[src/hdl/ftfpg_pkg.sv]
// Shared types and constants for the frame-to-frame proximity gate.
// No dependencies; imported by frame_to_frame_proximity_gate_core.
package ftfpg_pkg;

    localparam int FIELD_W = 12;                  // x, y, radius and limit width
    localparam int DATA_W  = 40;                  // three 12-bit fields, padded to bytes
    localparam int SQ_W    = 2 * FIELD_W;         // one squared difference
    localparam int SUM_W   = SQ_W + 1;            // sum of two squares

    localparam logic [FIELD_W-1:0] LIMIT_RESET = 12'd25;

    // tuser codes on the input side
    localparam logic OP_POINT = 1'b0;
    localparam logic OP_EOF   = 1'b1;

    typedef logic [FIELD_W-1:0] coord_t;

    // one stored point: x in the low half, y in the high half
    typedef struct packed {
        coord_t y;
        coord_t x;
    } point_t;

endpackage

[src/hdl/frame_to_frame_proximity_gate_core.sv]
// Frame-to-frame proximity gate: top level with the two-bank point store.
// Depends on ftfpg_pkg.
//
// Points (x, y, radius) of one frame arrive as beats with tuser = 0; a beat with
// tuser = 1 ends the frame and always yields one marker beat (tuser = 1, tdata
// zero). A point beat yields an output beat only when it lies strictly closer
// than distance_limit to some point of the previous frame; the first frame after
// reset yields markers only. Every point of a frame, up to MAX_POINTS, is written
// into one bank of a single-port-write, single-port-read memory; the frame end
// swaps banks. Before the next accept, a point beat is compared with each of the P
// points stored for the previous frame (none when P is zero): the previous bank is
// read one entry per cycle through the memory read port and each entry then
// goes through difference, square and compare stages. A stalled output adds
// its stall to the item that has a result to load. The block takes one item
// at a time; a result waiting in the output register does not stall input
// until the next result is ready.
module frame_to_frame_proximity_gate_core #(
    parameter int MAX_POINTS = 64
) (
    input  logic                         clk,
    input  logic                         rst_n,
    // configuration: distance_limit
    input  logic                         cfg_wr_en,
    input  logic [ftfpg_pkg::FIELD_W-1:0] cfg_wr_data,
    // input stream
    input  logic                         s_axis_tvalid,
    output logic                         s_axis_tready,
    input  logic [ftfpg_pkg::DATA_W-1:0] s_axis_tdata,  // pos_x, pos_y, size_radius, pad
    input  logic                         s_axis_tuser,  // op
    // output stream
    output logic                         m_axis_tvalid,
    input  logic                         m_axis_tready,
    output logic [ftfpg_pkg::DATA_W-1:0] m_axis_tdata,  // out_x, out_y, out_radius, pad
    output logic                         m_axis_tuser   // frame_done
);
    import ftfpg_pkg::*;

    localparam int STORE_DEPTH = 2 * MAX_POINTS;
    localparam int ADDR_W      = $clog2(STORE_DEPTH);
    localparam int CNT_W       = $clog2(MAX_POINTS + 1);
    localparam int IDX_W       = (MAX_POINTS > 1) ? $clog2(MAX_POINTS) : 1;

    localparam logic [1:0] ST_IDLE = 2'd0;
    localparam logic [1:0] ST_SCAN = 2'd1;
    localparam logic [1:0] ST_EMIT = 2'd2;

    logic [1:0]       state_reg, state_next;
    coord_t           limit_reg;
    logic [SQ_W-1:0]  lim2_reg;
    logic             bank_reg;
    logic [CNT_W-1:0] cur_count_reg;
    logic [CNT_W-1:0] prev_count_reg;
    logic [CNT_W-1:0] scan_idx_reg;

    coord_t           px_reg, py_reg, pr_reg;
    logic             pend_done_reg;
    logic             hit_reg;

    // scan pipeline
    logic             rd_vld_reg, d_vld_reg, sq_vld_reg;
    point_t           rd_data_reg;
    coord_t           dx_reg, dy_reg;
    logic [SQ_W-1:0]  dx2_reg, dy2_reg;

    logic             out_valid_reg;
    logic [DATA_W-1:0] out_data_reg;
    logic             out_user_reg;

    point_t           mem [0:STORE_DEPTH-1];

    logic             accept;
    logic             in_op;
    point_t           in_pt;
    coord_t           in_r;
    logic             rd_en;
    logic [ADDR_W-1:0] rd_addr, wr_addr;
    logic             wr_en;
    logic             out_free;
    logic             emit_now;
    logic             scan_drained;
    logic [SUM_W-1:0] dist2;
    coord_t           diff_x, diff_y;

    assign s_axis_tready = (state_reg == ST_IDLE);
    assign accept        = s_axis_tvalid && s_axis_tready;
    assign in_op         = s_axis_tuser;
    assign in_pt.x       = s_axis_tdata[FIELD_W-1:0];
    assign in_pt.y       = s_axis_tdata[2*FIELD_W-1:FIELD_W];
    assign in_r          = s_axis_tdata[3*FIELD_W-1:2*FIELD_W];

    // reads hit the previous bank, writes the current one: never the same entry
    assign rd_en   = (state_reg == ST_SCAN) && (scan_idx_reg < prev_count_reg);
    assign rd_addr = bank_reg ? ADDR_W'(scan_idx_reg[IDX_W-1:0])
                              : ADDR_W'(MAX_POINTS) + ADDR_W'(scan_idx_reg[IDX_W-1:0]);
    assign wr_en   = accept && (in_op == OP_POINT) && (cur_count_reg < CNT_W'(MAX_POINTS));
    assign wr_addr = bank_reg ? ADDR_W'(MAX_POINTS) + ADDR_W'(cur_count_reg[IDX_W-1:0])
                              : ADDR_W'(cur_count_reg[IDX_W-1:0]);

    assign diff_x = (px_reg >= rd_data_reg.x) ? px_reg - rd_data_reg.x : rd_data_reg.x - px_reg;
    assign diff_y = (py_reg >= rd_data_reg.y) ? py_reg - rd_data_reg.y : rd_data_reg.y - py_reg;
    assign dist2  = {1'b0, dx2_reg} + {1'b0, dy2_reg};

    assign scan_drained = !rd_en && !rd_vld_reg && !d_vld_reg && !sq_vld_reg;
    assign out_free     = !out_valid_reg || m_axis_tready;
    assign emit_now     = (state_reg == ST_EMIT) && (pend_done_reg || hit_reg) && out_free;

    always_ff @(posedge clk)
    begin
        if (wr_en)
        begin
            mem[wr_addr] <= in_pt;
        end
        if (rd_en)
        begin
            rd_data_reg <= mem[rd_addr];
        end
    end

    always_comb
    begin
        state_next = state_reg;
        case (state_reg)
            ST_IDLE:
            begin
                if (accept)
                begin
                    state_next = (in_op == OP_EOF) ? ST_EMIT : ST_SCAN;
                end
            end
            ST_SCAN:
            begin
                if (scan_drained)
                begin
                    state_next = ST_EMIT;
                end
            end
            ST_EMIT:
            begin
                if (!(pend_done_reg || hit_reg) || out_free)
                begin
                    state_next = ST_IDLE;
                end
            end
            default:
            begin
                state_next = ST_IDLE;
            end
        endcase
    end

    // control state
    always_ff @(posedge clk or negedge rst_n)
    begin
        if (!rst_n)
        begin
            state_reg      <= ST_IDLE;
            limit_reg      <= LIMIT_RESET;
            bank_reg       <= 1'b0;
            cur_count_reg  <= '0;
            prev_count_reg <= '0;
            scan_idx_reg   <= '0;
            pend_done_reg  <= 1'b0;
            hit_reg        <= 1'b0;
            rd_vld_reg     <= 1'b0;
            d_vld_reg      <= 1'b0;
            sq_vld_reg     <= 1'b0;
            out_valid_reg  <= 1'b0;
        end
        else
        begin
            state_reg  <= state_next;
            rd_vld_reg <= rd_en;
            d_vld_reg  <= rd_vld_reg;
            sq_vld_reg <= d_vld_reg;

            if (cfg_wr_en)
            begin
                limit_reg <= cfg_wr_data;
            end

            if (accept)
            begin
                scan_idx_reg  <= '0;
                hit_reg       <= 1'b0;
                pend_done_reg <= (in_op == OP_EOF);
                if (in_op == OP_EOF)
                begin
                    bank_reg       <= ~bank_reg;
                    prev_count_reg <= cur_count_reg;
                    cur_count_reg  <= '0;
                end
                else if (wr_en)
                begin
                    cur_count_reg <= cur_count_reg + 1'b1;
                end
            end
            else
            begin
                if (rd_en)
                begin
                    scan_idx_reg <= scan_idx_reg + 1'b1;
                end
                if (sq_vld_reg && (dist2 < {1'b0, lim2_reg}))
                begin
                    hit_reg <= 1'b1;
                end
            end

            if (emit_now)
            begin
                out_valid_reg <= 1'b1;
            end
            else if (m_axis_tready)
            begin
                out_valid_reg <= 1'b0;
            end
        end
    end

    // payload registers
    always_ff @(posedge clk)
    begin
        if (accept)
        begin
            px_reg   <= in_pt.x;
            py_reg   <= in_pt.y;
            pr_reg   <= in_r;
            lim2_reg <= limit_reg * limit_reg;
        end
        dx_reg  <= diff_x;
        dy_reg  <= diff_y;
        dx2_reg <= dx_reg * dx_reg;
        dy2_reg <= dy_reg * dy_reg;
        if (emit_now)
        begin
            out_user_reg <= pend_done_reg;
            if (pend_done_reg)
            begin
                out_data_reg <= '0;
            end
            else
            begin
                out_data_reg <= {{(DATA_W - 3*FIELD_W){1'b0}}, pr_reg, py_reg, px_reg};
            end
        end
    end

    assign m_axis_tvalid = out_valid_reg;
    assign m_axis_tdata  = out_data_reg;
    assign m_axis_tuser  = out_user_reg;

`ifndef SYNTHESIS
    // reads stay inside the previous frame's written entries
    assert property (@(posedge clk) disable iff (!rst_n)
        rd_en |-> (prev_count_reg <= CNT_W'(MAX_POINTS)))
        else $error("scan reads past the previous frame's points");

    assert property (@(posedge clk) disable iff (!rst_n)
        cur_count_reg <= CNT_W'(MAX_POINTS))
        else $error("current point count exceeds capacity");

    // a match can only appear while the scan pipeline runs
    assert property (@(posedge clk) disable iff (!rst_n)
        $rose(hit_reg) |-> $past(sq_vld_reg))
        else $error("match flag set outside the compare stage");

    // a result is never loaded over a beat that is still held
    assert property (@(posedge clk) disable iff (!rst_n)
        (out_valid_reg && !m_axis_tready) |-> !emit_now)
        else $error("output register overwritten while stalled");
`endif

endmodule
[config.mk]
export PLATFORM = sky130hd
export DESIGN_NAME = frame_to_frame_proximity_gate_core
export DESIGN_NICKNAME = d
export VERILOG_FILES = /design/src/hdl/ftfpg_pkg.sv /design/src/hdl/frame_to_frame_proximity_gate_core.sv
export SDC_FILE = /design/constraint.sdc
export NUM_CORES = 2
export LEC_CHECK = 0
export BUFFER_PORTS_ARGS = -buffer_cell sky130_fd_sc_hd__buf_2
export CORE_MARGIN = 2
export CORE_UTILIZATION = 35
export DETAILED_ROUTE_END_ITERATION = 10
export MAX_ROUTING_LAYER = met4
export PLACE_DENSITY_LB_ADDON = 0.2
export SETUP_SLACK_MARGIN = 0.05
export SLEW_MARGIN = 0
export SYNTH_ARGS = -nofsm -noshare
export SYNTH_HDL_FRONTEND = slang
export SYNTH_SLANG_ARGS = --single-unit
[constraint.sdc]
create_clock -name clk -period 11.81 [get_ports clk]
set_input_delay 1.7715 -clock clk [delete_from_list [all_inputs] [get_ports clk]]
set_output_delay 1.7715 -clock clk [all_outputs]
set_load 0.05 [all_outputs]
==> metrics.txt <==
Post-Route WL 367000 um; Rows 231; IO Port Bufs 92; # fillers 35.1k; Final period util 53.9%; worst-margin pin slew 1260 ps; most frequent cell after synthesis edfxtp_1; crit-path max FO 10; Main synth FF type edfxtp_1; setup TNS 0 ps; Synth Cell Area 139000 um2; CTS tree built; vias in the first global route 69.5k; largest buffer count on any clock path 4; area of the multi-input gates 38800 um2; worst hold start rd_vld_reg; max_cap viols 0; cell count after synthesis 6795; DP HPWL 211000 um; Layout area overhead 13.5%; failing checks antenna rules; asr flop ratio synth 1.27%; clock slew at reported path FFs 60 ps; Sink Count 3304; hold violation count in the final report 0; chip width 635 um; status finished, violations left; DR pass1 iterations 5; GP Congestion 0.791; hold_buf cts 0; initial antenna violation count 37; post-synthesis sequential area ratio 70.6%; fin nets 7631; CP required 12490 ps; Distinct cells, synth 67; skew final 74.0 ps; Post-CTS Setup Inserts 0; Max H-tree Level 5; area leader, netlist edfxtp_1; RSZ-0062 raised after global routing false; fmax 157 MHz; Worst Path Arrival 7040 ps; CTS-repair resized insts 0; top cells by instance count after synthesis 3192 x edfxtp_1, 1008 x mux4_2, 478 x inv_1; die height 635 um; Rel. slew slack 15.6%; FF+latch area 98300 um2; DR vias 65.9k; Worst Setup SP limit_reg[8]; gr usage total 18.7%; reg2reg start limit_reg[8]; worst-skew pair later-pin latency 950 ps; drt via density 5.23; post-route ant nets 1; worst r2r path cells 18; Initial Utilization 35.2%; CTS Buf Count 348; EDFF count, synth 3192; min Tclk post-route 6360 ps; share of cells above drive strength 1 25.9%; 1st-iter DRT viols 6123; max reg flops 3072; Root Buffer clkbuf_16; DRC violations left 0; core box area 396000 um2; Final setup viols 0; WHS Path Cells 0; Worst Setup End Kind register; Synth area leaders edfxtp_1 69%, mux4_2 16%, fa_1 3.4%; synthesized area per cell 20.5 um2; Max Slew Vio Count 0; pin count of the biggest net entering global routing 130; Yosys warning count 0; global-route wire length before repair 519000 um; Setup Crit Path Kind register to register; total gr overflow 0; DR WL/cell 29.1 um; min-delay worst type register to register; Critical Path Source Type register; IO Count 101; full die area 403000 um2; Yosys top cell area share 68.9%; flop and latch count out of synthesis 3304
-- per-layer routing --
metal / track usage, % / vias to the layer above / share of wire, %
met1: 24.5 / 35900 / 42
met4: 4.07 / 0 / 2.2
met5: - / - / 0
met2: 31.0 / 1777 / 50
met3: 2.91 / 445 / 5.8
li1: - / 27800 / -
-- per-stage QoR --
| stage | cell area, um2 | cells | hold WS, ps | worst slack, ps | utilization (%) |
|---|---|---|---|---|---|
| floorplan | 139000 | 6798 | 355 | 6290 | - |
| CTS | 158000 | 12600 | 383 | 5370 | 39.9 |
| global placement | 147000 | 12000 | 363 | 5500 | 37.2 |
| detailed placement | 147000 | 12000 | 370 | 5450 | 37.2 |
| global route | 158000 | 12600 | 403 | 5090 | 39.9 |
| finish | 158000 | 12600 | 380 | 5450 | 39.9 |
-- logic make-up (layout without fill, tap and decap cells) --
group / count (synthesis) / after routing / share of synthesized area (%)
adders and majority gates: 509 / 509 / 5.86
and+or+nand+nor: 708 / 708 / 2.45
DFF: 3304 / 3304 / 70.6
buffers and inverters: 785 / 1327 / 2.20
other: 1 / 34 / 0.00269
AOI/OAI and AO/OA: 314 / 314 / 1.41
muxes: 1069 / 1069 / 16.8
xor gates and xnor gates: 105 / 105 / 0.661
-- final timing paths --
kind	to	slack, ps
worst min-delay path	d_vld_reg	380
min in group asynchronous	limit_reg[2]	910
worst max-delay path	lim2_reg[23]	5450
worst max register to register	lim2_reg[23]	5450
max in group asynchronous	scan_idx_reg[1]	10320
worst min register to register	d_vld_reg	380
-- layout make-up --
| type | instances | share of cell area [%] |
|---|---|---|
| Clock inverter | 187 | 1.07 |
| Timing Repair Buffer | 223 | 1.04 |
| Tap cell | 5242 | 4.15 |
| Inverter | 478 | 1.14 |
| Sequential cell | 3304 | 62.2 |
| Antenna cell | 30 | 0.0475 |
| Clock buffer | 439 | 5.79 |
| Multi-Input combinational cell | 2709 | 24.5 |
-- worst max-delay path, stage by stage (launching register included) --
cell and delay (ps):
dfrtp_1 620, inv_1 280, nor2_1 250, fa_1 480, fa_1 590, fa_1 480
fa_1 520, inv_1 50, fa_1 480, inv_1 50, ha_1 340, nand3_1 160
nor2_1 60, o2bb2ai_1 150, o41ai_1 890, o211ai_1 230, a31oi_1 240, o21bai_1 90
xnor2_1 130
-- placed cells by master (no fill, tap or decap), types with 13 or more instances in the layout --
cell type and n:
inv_1 477, clkbuf_1 85, buf_4 144, nor2_4 120, edfxtp_1 3192, nand2_1 148, mux2i_1 22, mux4_2 1008
o21bai_1 13, clkinv_2 62, a211oi_1 13, bufinv_16 25, nor2b_1 44, a21oi_1 102, clkinv_1 69, diode_2 30
dfrtp_1 32, dfxtp_1 70, nand2b_1 25, o21ai_0 66, buf_2 68, and2_1 134, nand3_1 26, nor2_1 102
a21o_1 38, clkbuf_16 352, fa_1 238, xnor2_1 71, mux2_2 39, xor2_1 34, ha_1 271, o21a_1 17
nor3_1 38
Power is left out: the tool's default activity adds up to more than one toggle a clock period on the data nets, which glitch-free logic cannot reach.
